$ cat src/rtl/core/tfrc_pkg.sv
// constants and codes shared by the telemetry frame receiver
// no dependencies
`timescale 1ns / 1ps

package tfrc_pkg;

   localparam logic [7:0]  SYNC_FIRST  = 8'hA5;
   localparam logic [7:0]  SYNC_SECOND = 8'h5A;
   localparam logic [15:0] CRC_POLY    = 16'h1021;
   localparam logic [15:0] CRC_INIT    = 16'hFFFF;
   localparam logic [15:0] CRC_TOPBIT  = 16'h8000;

   typedef logic [2:0] frame_pos_type;

   // position in the frame, i.e. what the next byte is
   localparam frame_pos_type POS_HUNT   = 3'd0;
   localparam frame_pos_type POS_SYNC1  = 3'd1;
   localparam frame_pos_type POS_LEN    = 3'd2;
   localparam frame_pos_type POS_SEQ    = 3'd3;
   localparam frame_pos_type POS_STATE  = 3'd4;
   localparam frame_pos_type POS_FLAGS  = 3'd5;
   localparam frame_pos_type POS_CRC_LO = 3'd6;
   localparam frame_pos_type POS_CRC_HI = 3'd7;

endpackage

$ cat src/rtl/core/tfrc_stream_if.sv
// valid/ready channel interfaces for the received byte and the frame result
// depends on nothing; fields match the block's payload widths
`timescale 1ns / 1ps

interface tfrc_req_if;
   logic       valid;
   logic       ready;
   logic [7:0] rx_byte;

   modport source (output valid, output rx_byte, input ready);
   modport sink   (input valid, input rx_byte, output ready);
endinterface

interface tfrc_rsp_if;
   logic       valid;
   logic       ready;
   logic [7:0] seq_number;
   logic [7:0] machine_state;
   logic [7:0] flag_bits;

   modport source (output valid, output seq_number, output machine_state,
                   output flag_bits, input ready);
   modport sink   (input valid, input seq_number, input machine_state,
                   input flag_bits, output ready);
endinterface

$ cat src/rtl/core/tfrc_crc_step.sv
// bytewise crc16-ccitt update, msb first, no reflection
// depends on tfrc_pkg
`timescale 1ns / 1ps

module tfrc_crc_step
   import tfrc_pkg::*;
(
   input  logic [15:0] crc_in,
   input  logic [7:0]  data_in,
   output logic [15:0] crc_out
);

   always_comb begin
      logic [15:0] c;
      c = crc_in ^ {data_in, 8'h00};
      for (int i = 0; i < 8; i++) begin
         if ((c & CRC_TOPBIT) != 16'h0000) begin
            c = {c[14:0], 1'b0} ^ CRC_POLY;
         end else begin
            c = {c[14:0], 1'b0};
         end
      end
      crc_out = c;
   end

endmodule

$ cat src/rtl/core/telemetry_frame_receiver_crc16.sv
// sync-header telemetry frame receiver with crc16-ccitt check
// depends on tfrc_pkg, tfrc_stream_if and tfrc_crc_step
//
//   channel   dir   payload                                  role
//   req_if    in    rx_byte                                  one received byte
//   rsp_if    out   seq_number, machine_state, flag_bits     one checked frame
//
// one byte per cycle sustained unless a last-crc byte stalls (see below): the input register feeds the frame tracker,
// which updates the crc over one byte and loads the result register.
// a result is registered once the last crc byte leaves the input register with a crc match.
// synchronous reset clears the valids and the frame position and sets the crc to CRC_INIT.
// only a last-crc byte waits in the input register while an earlier result
// is still untaken; every other byte moves on regardless of rsp_if.ready.
`timescale 1ns / 1ps

module telemetry_frame_receiver_crc16
   import tfrc_pkg::*;
(
   input  logic clock,
   input  logic reset,
   tfrc_req_if.sink   req_if,
   tfrc_rsp_if.source rsp_if
);

   logic          s1_valid_ff, s1_valid_in;
   logic [7:0]    s1_byte_ff;
   frame_pos_type frame_pos_ff, frame_pos_in;
   logic [15:0]   crc_ff, crc_in;
   logic [15:0]   crc_next;
   logic [7:0]    held_seq_ff, held_state_ff, held_flags_ff, held_crc_low_ff;
   logic          rsp_valid_ff, rsp_valid_in;
   logic [7:0]    rsp_seq_ff, rsp_state_ff, rsp_flags_ff;
   logic          s1_advance;
   logic          crc_match;
   logic          emit;
   logic          req_take;

   tfrc_crc_step u_crc (
      .crc_in  (crc_ff),
      .data_in (s1_byte_ff),
      .crc_out (crc_next)
   );

   // a last-crc byte needs the result register free
   assign s1_advance = s1_valid_ff &&
                       ((frame_pos_ff != POS_CRC_HI) || !rsp_valid_ff || rsp_if.ready);
   assign req_if.ready = !s1_valid_ff || s1_advance;
   assign req_take = req_if.valid && req_if.ready;

   assign crc_match = ({s1_byte_ff, held_crc_low_ff} == crc_ff);
   assign emit = s1_advance && (frame_pos_ff == POS_CRC_HI) && crc_match;

   always_comb begin
      s1_valid_in = s1_valid_ff;
      if (req_take) begin
         s1_valid_in = 1'b1;
      end else if (s1_advance) begin
         s1_valid_in = 1'b0;
      end
   end

   always_comb begin
      frame_pos_in = frame_pos_ff;
      crc_in = crc_ff;
      if (s1_advance) begin
         case (frame_pos_ff)
            POS_HUNT: begin
               if (s1_byte_ff == SYNC_FIRST) frame_pos_in = POS_SYNC1;
            end
            POS_SYNC1: begin
               if (s1_byte_ff == SYNC_SECOND) begin
                  frame_pos_in = POS_LEN;
                  crc_in = CRC_INIT;
               end else if (s1_byte_ff == SYNC_FIRST) begin
                  frame_pos_in = POS_SYNC1;
               end else begin
                  frame_pos_in = POS_HUNT;
               end
            end
            POS_LEN, POS_SEQ, POS_STATE, POS_FLAGS: begin
               crc_in = crc_next;
               frame_pos_in = frame_pos_ff + 3'd1;
            end
            POS_CRC_LO: frame_pos_in = POS_CRC_HI;
            default:    frame_pos_in = POS_HUNT;
         endcase
      end
   end

   always_comb begin
      rsp_valid_in = rsp_valid_ff && !rsp_if.ready;
      if (emit) rsp_valid_in = 1'b1;
   end

   always_ff @(posedge clock) begin
      if (reset) begin
         s1_valid_ff  <= 1'b0;
         frame_pos_ff <= POS_HUNT;
         crc_ff       <= CRC_INIT;
         rsp_valid_ff <= 1'b0;
      end else begin
         s1_valid_ff  <= s1_valid_in;
         frame_pos_ff <= frame_pos_in;
         crc_ff       <= crc_in;
         rsp_valid_ff <= rsp_valid_in;
      end
   end

   // payload registers, no reset
   always_ff @(posedge clock) begin
      if (req_take) s1_byte_ff <= req_if.rx_byte;
      if (s1_advance) begin
         if (frame_pos_ff == POS_SEQ)    held_seq_ff     <= s1_byte_ff;
         if (frame_pos_ff == POS_STATE)  held_state_ff   <= s1_byte_ff;
         if (frame_pos_ff == POS_FLAGS)  held_flags_ff   <= s1_byte_ff;
         if (frame_pos_ff == POS_CRC_LO) held_crc_low_ff <= s1_byte_ff;
      end
      if (emit) begin
         rsp_seq_ff   <= held_seq_ff;
         rsp_state_ff <= held_state_ff;
         rsp_flags_ff <= held_flags_ff;
      end
   end

   assign rsp_if.valid         = rsp_valid_ff;
   assign rsp_if.seq_number    = rsp_seq_ff;
   assign rsp_if.machine_state = rsp_state_ff;
   assign rsp_if.flag_bits     = rsp_flags_ff;

   // a new result only follows a last-crc byte, and the hunt restarts
   a_result_after_crc: assert property (@(posedge clock) disable iff (reset)
      $rose(rsp_valid_ff) |-> ($past(frame_pos_ff) == POS_CRC_HI) &&
                              (frame_pos_ff == POS_HUNT))
      else $error("result without a completed frame");

   // completing the sync restarts the crc
   a_sync_crc_init: assert property (@(posedge clock) disable iff (reset)
      (s1_advance && (frame_pos_ff == POS_SYNC1) && (s1_byte_ff == SYNC_SECOND))
      |=> (crc_ff == CRC_INIT) && (frame_pos_ff == POS_LEN))
      else $error("crc not restarted after sync");

   // the input register only stalls behind an untaken result
   a_stall_cause: assert property (@(posedge clock) disable iff (reset)
      (s1_valid_ff && !s1_advance) |->
         rsp_valid_ff && !rsp_if.ready && (frame_pos_ff == POS_CRC_HI))
      else $error("input stalled without a pending result");

   // a stalled input register blocks new transfers
   a_stall_blocks_req: assert property (@(posedge clock) disable iff (reset)
      (s1_valid_ff && !s1_advance) |-> !req_if.ready)
      else $error("transfer accepted over a stalled byte");

endmodule

$ cat src/flat_wrapper.sv
// flat-port wrapper written by rule: the top's interface ports become plain ports
module telemetry_frame_receiver_crc16_flat import tfrc_pkg::*;
  (clock, reset, req_if_valid, req_if_rx_byte, req_if_ready, rsp_if_valid, rsp_if_seq_number, rsp_if_machine_state, rsp_if_flag_bits, rsp_if_ready);
  tfrc_req_if req_if_i ();
  tfrc_rsp_if rsp_if_i ();
  input  logic clock;
  input  logic reset;
  input wire logic [$bits(req_if_i.valid)-1:0] req_if_valid;
  input wire logic [$bits(req_if_i.rx_byte)-1:0] req_if_rx_byte;
  output wire logic [$bits(req_if_i.ready)-1:0] req_if_ready;
  output wire logic [$bits(rsp_if_i.valid)-1:0] rsp_if_valid;
  output wire logic [$bits(rsp_if_i.seq_number)-1:0] rsp_if_seq_number;
  output wire logic [$bits(rsp_if_i.machine_state)-1:0] rsp_if_machine_state;
  output wire logic [$bits(rsp_if_i.flag_bits)-1:0] rsp_if_flag_bits;
  input wire logic [$bits(rsp_if_i.ready)-1:0] rsp_if_ready;
  assign req_if_i.valid = req_if_valid;
  assign req_if_i.rx_byte = req_if_rx_byte;
  assign req_if_ready = req_if_i.ready;
  assign rsp_if_valid = rsp_if_i.valid;
  assign rsp_if_seq_number = rsp_if_i.seq_number;
  assign rsp_if_machine_state = rsp_if_i.machine_state;
  assign rsp_if_flag_bits = rsp_if_i.flag_bits;
  assign rsp_if_i.ready = rsp_if_ready;
  telemetry_frame_receiver_crc16 u_core (.clock(clock), .reset(reset), .req_if(req_if_i), .rsp_if(rsp_if_i));
endmodule
$ cat config.mk
export PLATFORM = sky130hd
export DESIGN_NAME = telemetry_frame_receiver_crc16_flat
export DESIGN_NICKNAME = d
export VERILOG_FILES = /design/src/rtl/core/tfrc_pkg.sv /design/src/rtl/core/tfrc_stream_if.sv /design/src/rtl/core/tfrc_crc_step.sv /design/src/rtl/core/telemetry_frame_receiver_crc16.sv /design/src/flat_wrapper.sv
export SDC_FILE = /design/constraint.sdc
export NUM_CORES = 1
export LEC_CHECK = 0
export BUFFER_PORTS_ARGS = -buffer_cell sky130_fd_sc_hd__clkbuf_2
export CORE_UTILIZATION = 26
export CTS_CLUSTER_DIAMETER = 120
export DETAILED_ROUTE_END_ITERATION = 12
export PLACE_DENSITY = 0.47
export SYNTH_ARGS = -nofsm -noshare
export SYNTH_HDL_FRONTEND = slang
export SYNTH_SLANG_ARGS = --single-unit
export TNS_END_PERCENT = 5
$ cat constraint.sdc
create_clock -name clock -period 4.9 [get_ports clock]
set_input_delay 0.245 -clock clock [delete_from_list [all_inputs] [get_ports clock]]
set_output_delay 0.245 -clock clock [all_outputs]
set_load 0.01 [all_outputs]
== After elaboration in Yosys (flattened, before gate mapping) ==
Cells that the tools add are included.
Storage, ports and cells
  register bits: 85
  bits in latches: 0
  bits in writable memories: 0
  memory bits (read-only): 0
  bits of input ports: 12
  word-level logic and storage cells: 73
  memories kept: 0
Operators by class
  $add $sub $neg: 1
  $mul: 0
  divide/modulo/power cells: 0
  order comparisons: 0
  equality and inequality tests: 13
  shift operators: 0
  multiplexer cells: 17
  bitwise gates (word level): 9
  reductions and logical operators: 21
Operators by type and width (count)
  13-bit 2-to-1 mux: 8
  16-bit case mux with 2 select lines: 1
  3-bit NOT: 8
  16-bit equality test: 1
  16-bit 2-to-1 mux: 1
  16-bit XOR: 1
  3-bit equality test, second input constant: 4
  3-bit case mux with 4 select lines: 1
  2-bit AND reduction: 5
  8-bit by 7-bit equality test with 1-bit output, second input constant: 1
  8-bit equality test, second input constant: 1
  3-bit by 2-bit equality test with 1-bit output, second input constant: 2
  3-bit 2-to-1 mux: 2
  1-bit logical AND: 5
  1-bit 2-to-1 mux: 4
  2-bit by 1-bit != test with 1-bit output, second input constant: 2
  2-bit nonzero test: 2
  4-bit OR reduction: 1
  3-bit by 1-bit adder with 3-bit output, second input constant: 1
  3-bit by 1-bit equality test with 1-bit output, second input constant: 1
  1-bit logical NOT: 3
  3-bit logical NOT: 1
  1-bit logical OR: 3
  3-bit != test, second input constant: 1
  3-bit AND reduction: 1

== Longest topological paths before layout ==
  depth after elaboration: 18
  gate-level depth with buffers: 8

== Cells and area by module ==
Synthesis repeated with hierarchy kept, for this count alone.
Unflattened totals
  cell total of the unflattened synthesis: 272
  area, all modules: 3886.2 um^2
Modules (own cells, without submodules)
  telemetry_frame_receiver_crc16: instances 1, cells each 247, area each 3494.6 um^2, sequential area each 2342.2 um^2
  tfrc_crc_step: instances 1, cells each 25, area each 391.6 um^2, sequential area each 0.0 um^2

== Worst setup path after synthesis ==
Ideal clock, no wire load.
  path type: reg2reg
  from: register u_core.s1_byte_ff[5]
  to: register u_core.rsp_flags_ff[0], in the netlist u_core.rsp_if.flag_bits[0] (enable)
  arrival time: 2.753 ns
  setup slack: 1.712 ns
  stages on the path, launching flop included: 5
  buffers on the path: 0
  clock period less this slack: 3.188 ns
  path through: edfxtp_1 > xor2_1 > nor4_1 > nand4_1 > nor3_1
Between the ends
  longest elaborated chain between the ends: 2
RTL lines
  from (decl): RTL line telemetry_frame_receiver_crc16.sv:26  | logic [7:0] s1_byte_ff;
  from (signal assigned): RTL line telemetry_frame_receiver_crc16.sv:111  | if (req_take) s1_byte_ff <= req_if.rx_byte;
  16-bit equality test: RTL line telemetry_frame_receiver_crc16.sv:50  | assign crc_match = ({s1_byte_ff, held_crc_low_ff} == crc_ff);
  1-bit logical AND: RTL line telemetry_frame_receiver_crc16.sv:51  | assign emit = s1_advance && (frame_pos_ff == POS_CRC_HI) && crc_match;
  named net u_core.emit: RTL line telemetry_frame_receiver_crc16.sv:35  | logic emit;
  to (signal assigned): RTL line telemetry_frame_receiver_crc16.sv:121  | rsp_flags_ff <= held_flags_ff;
  to (decl): RTL line telemetry_frame_receiver_crc16.sv:32  | logic [7:0] rsp_seq_ff, rsp_state_ff, rsp_flags_ff;
The timed path passes the listed nets, and every way through them passes these cells.
A chain may end at the register's enable or synchronous reset.

== Final worst setup path ==
  from: register u_core.frame_pos_ff[2]
  to: register u_core.crc_ff[13]
Between the ends
  longest elaborated chain between the ends: 5
  elaborated cells between the ends (all ways): 14
  those cells by class: eq/ne: 7; mux: 1; reduce/logical: 6
RTL lines
  from (decl): RTL line telemetry_frame_receiver_crc16.sv:27  | frame_pos_type frame_pos_ff, frame_pos_in;
  from (signal assigned): RTL line telemetry_frame_receiver_crc16.sv:103  | frame_pos_ff <= frame_pos_in;
  branches (longest 5 deep; another with 4-bit OR reduction)
  to (signal assigned): RTL line telemetry_frame_receiver_crc16.sv:104  | crc_ff <= crc_in;
  to (decl): RTL line telemetry_frame_receiver_crc16.sv:28  | logic [15:0] crc_ff, crc_in;
Parallel ways; which one is timed is not known.

==> impl_metrics.toml <==
[status]
status = "complete, no violations"

[timing]
timing.max_slew.rel_slack_pct = 39.26
skew_ns = 0.008607
finalCritPeriodShare_pct = 47.18
rsz0062_at_grt = "no"
holdWs_ns = 0.08105
hold_viol = 0
fin_crit_ns = 2.312
tns_ns = 0
fmax_mhz = 432.6
setup_viol = 0
worstMarginPinSlew_ns = 0.9069
slew_viol_final = 0
fin_ws_ns = 2.588

[grt]
grtUsageTotal_pct = 11.62
grt_overflow_total = 0
grt_max_degree = 25
antenna_found_initial = 0
grt_pass1_vias = 1962
grt_pass1_wl_um = 11290

[worst_setup_path]
startpoint_type = "flop"
worst_ep_required_time_ns = 5.12
critPathSlowestCell = "or4b_4"
worstPathArrival_ns = 2.54
crit_buf_inv = 1
crit_type = "reg -> reg"
path_cells = "inv_1, ha_1, or4b_4, and2_4, a21o_4, o32a_1"
slowest_delay_ns = 0.55
cp_max_fo = 13
worst_setup_path_end_kind = "flop"
cpLargestDelayFamily = "simple AND/OR/NAND/NOR gates"

[layout]
num_antenna_cells = 0
fin_nets = 286
final_cell_mix = "edfxtp_1 (64), clkbuf_2 (37), dfxtp_1 (21)"
utilization_pct = 31.95
drive_gt1_share_pct = 21.25
final_common_cell = "edfxtp_1"
final_cell_area_sq_um = 4031
syn2layout_area_growth_pct = 19.33
fin_cells = 445

[routing]
wire_per_inst_um = 16.18
routed.top_layer = "met4"
wl_met2_um = 3379
wirelength_um = 7201
wl_met1_um = 3398
antenna_left = 0
via_per_inst = 4.463
drt_iter0_markers = 173
met3RoutedLength_um = 286
vias = 1986
dr.pass1.iters = 4
drc = 0

[clock_tree]
cts-root-buf = "clkbuf_16"
cts_buffers = 9
cts.sinks = 85
ctsResizeCount = 0
postCtsHoldBufs = 0
htree_levels = 3
tritoncts = "done"
insertion_delay_ns = 0.34
clock_path_buffers = 2
post-cts-setup-buffers = 0
clkTransAtPathRegs_ns = 0.07

[floorplan]
core_region_area_sq_um = 12620
die_w_um = 116.0
initial_core_util_pct = 26.77
die-area_sq_um = 13450
io_pins = 38
floorplan.rows = 41
die_h_um = 116.0

[placed_design]
placed_area_sq_um = 3757
dp_cells = 429
place.port_buffers = 37
post-place-ws_ns = 2.639
dp_hpwl_um = 4903
gp_congestion = 0.7577

[yosys]
ys_warn_count = 0
synth_edf_count = 64
synth_area_leaders = "edfxtp_1 (57%), dfxtp_1 (12%), xor2_1 (4.9%)"
synthesis.area_sq_um = 3378
synth_nets = 244
synth_top_area_cell = "edfxtp_1"
synth_cells = 226
synth_top_flop_cell = "edfxtp_1"
synth.distinct_cells = 41
yosysSeqAreaShare_pct = 69.33
synth_top_area_share_pct = 56.89
syn_avg_cell_area_sq_um = 14.95
ys_ff_latch = 85
synthArstFlopShare_pct = 0

[pwr]
leakagePower_nw = 1.350
finalPower_mw = 1.472
vdd_ir_drop_max_mv = 0.1592
powerDensity_nw_per_um2 = 365.3

[worst_hold_path]
hp-class = "in -> reg"

[flow_run]
drv_cap = 0
-- where the power goes --
group | leakage [nW] | total, mW | internal, mW | switching (mW)
logic | 0.461 | 0.0522 | 0.0226 | 0.0296
clock network | 0.138 | 0.628 | 0.345 | 0.283
registers | 0.751 | 0.793 | 0.779 | 0.0141
total | 1.35 | 1.47 | 1.15 | 0.326
-- per-layer routing --
metal / track usage (%) / vias to the layer above
met5: 0 / -
met4: 5.385 / 0
met3: 3.138 / 9
met2: 18.06 / 49
met1: 15.08 / 973
li1: - / 955
-- sequential cells by signal (all words and copies together), names as in the netlist, 8 cells and up --
signal and flops:
u_core.crc_ff 16, u_core.held_crc_low_ff 8, u_core.held_flags_ff 8, u_core.held_seq_ff 8
u_core.held_state_ff 8, u_core.rsp_if.flag_bits 8, u_core.rsp_if.machine_state 8, u_core.rsp_if.seq_number 8
u_core.s1_byte_ff 8
-- cells in the mapped netlist, drive strengths merged, types with 6 or more instances --
master  number
edfxtp      64
xnor2       13
inv          6
clkbuf       6
ha           6
o32a         8
o21ai       10
dfxtp       21
xor2        19
a211oi       8
-- worst paths after layout --
path         cells after the start                                    to  slack, ns                                start
max                              6        u_core.crc_ff[13]$_SDFFE_PP1P_       2.59  u_core.frame_pos_ff[2]$_SDFFE_PP0P_
min                              1        u_core.s1_byte_ff[3]$_DFFE_PP_       0.08                    req_if_rx_byte[3]
max reg2reg                      6        u_core.crc_ff[13]$_SDFFE_PP1P_       2.59  u_core.frame_pos_ff[2]$_SDFFE_PP0P_
min reg2reg                      0  u_core.rsp_if.flag_bits[7]$_DFFE_PP_       0.42    u_core.held_flags_ff[7]$_DFFE_PP_
-- area by class of cell --
cell class              count  area [sq um]
flip-flops and latches     85          2342
multi-input cells         128         984.7
clock buffers               9         225.2
well taps                 172         215.2
fillers                  1281          8588
inverters                   6         22.52
repair buffers             38         192.7
clock inverters             7         48.80
-- kinds of logic after synthesis --
group                    Yosys count  share of synthesized area, %
flip-flops                        85                         69.33
AND/OR/NAND/NOR                   47                         8.963
AO/OA/AOI/OAI                     43                         9.519
XOR/XNOR                          32                         8.296
buffers and inverters             13                         1.667
adder cells (fa/ha/maj)            6                         2.222
Note: power is estimated with default switching activity, not from simulation.
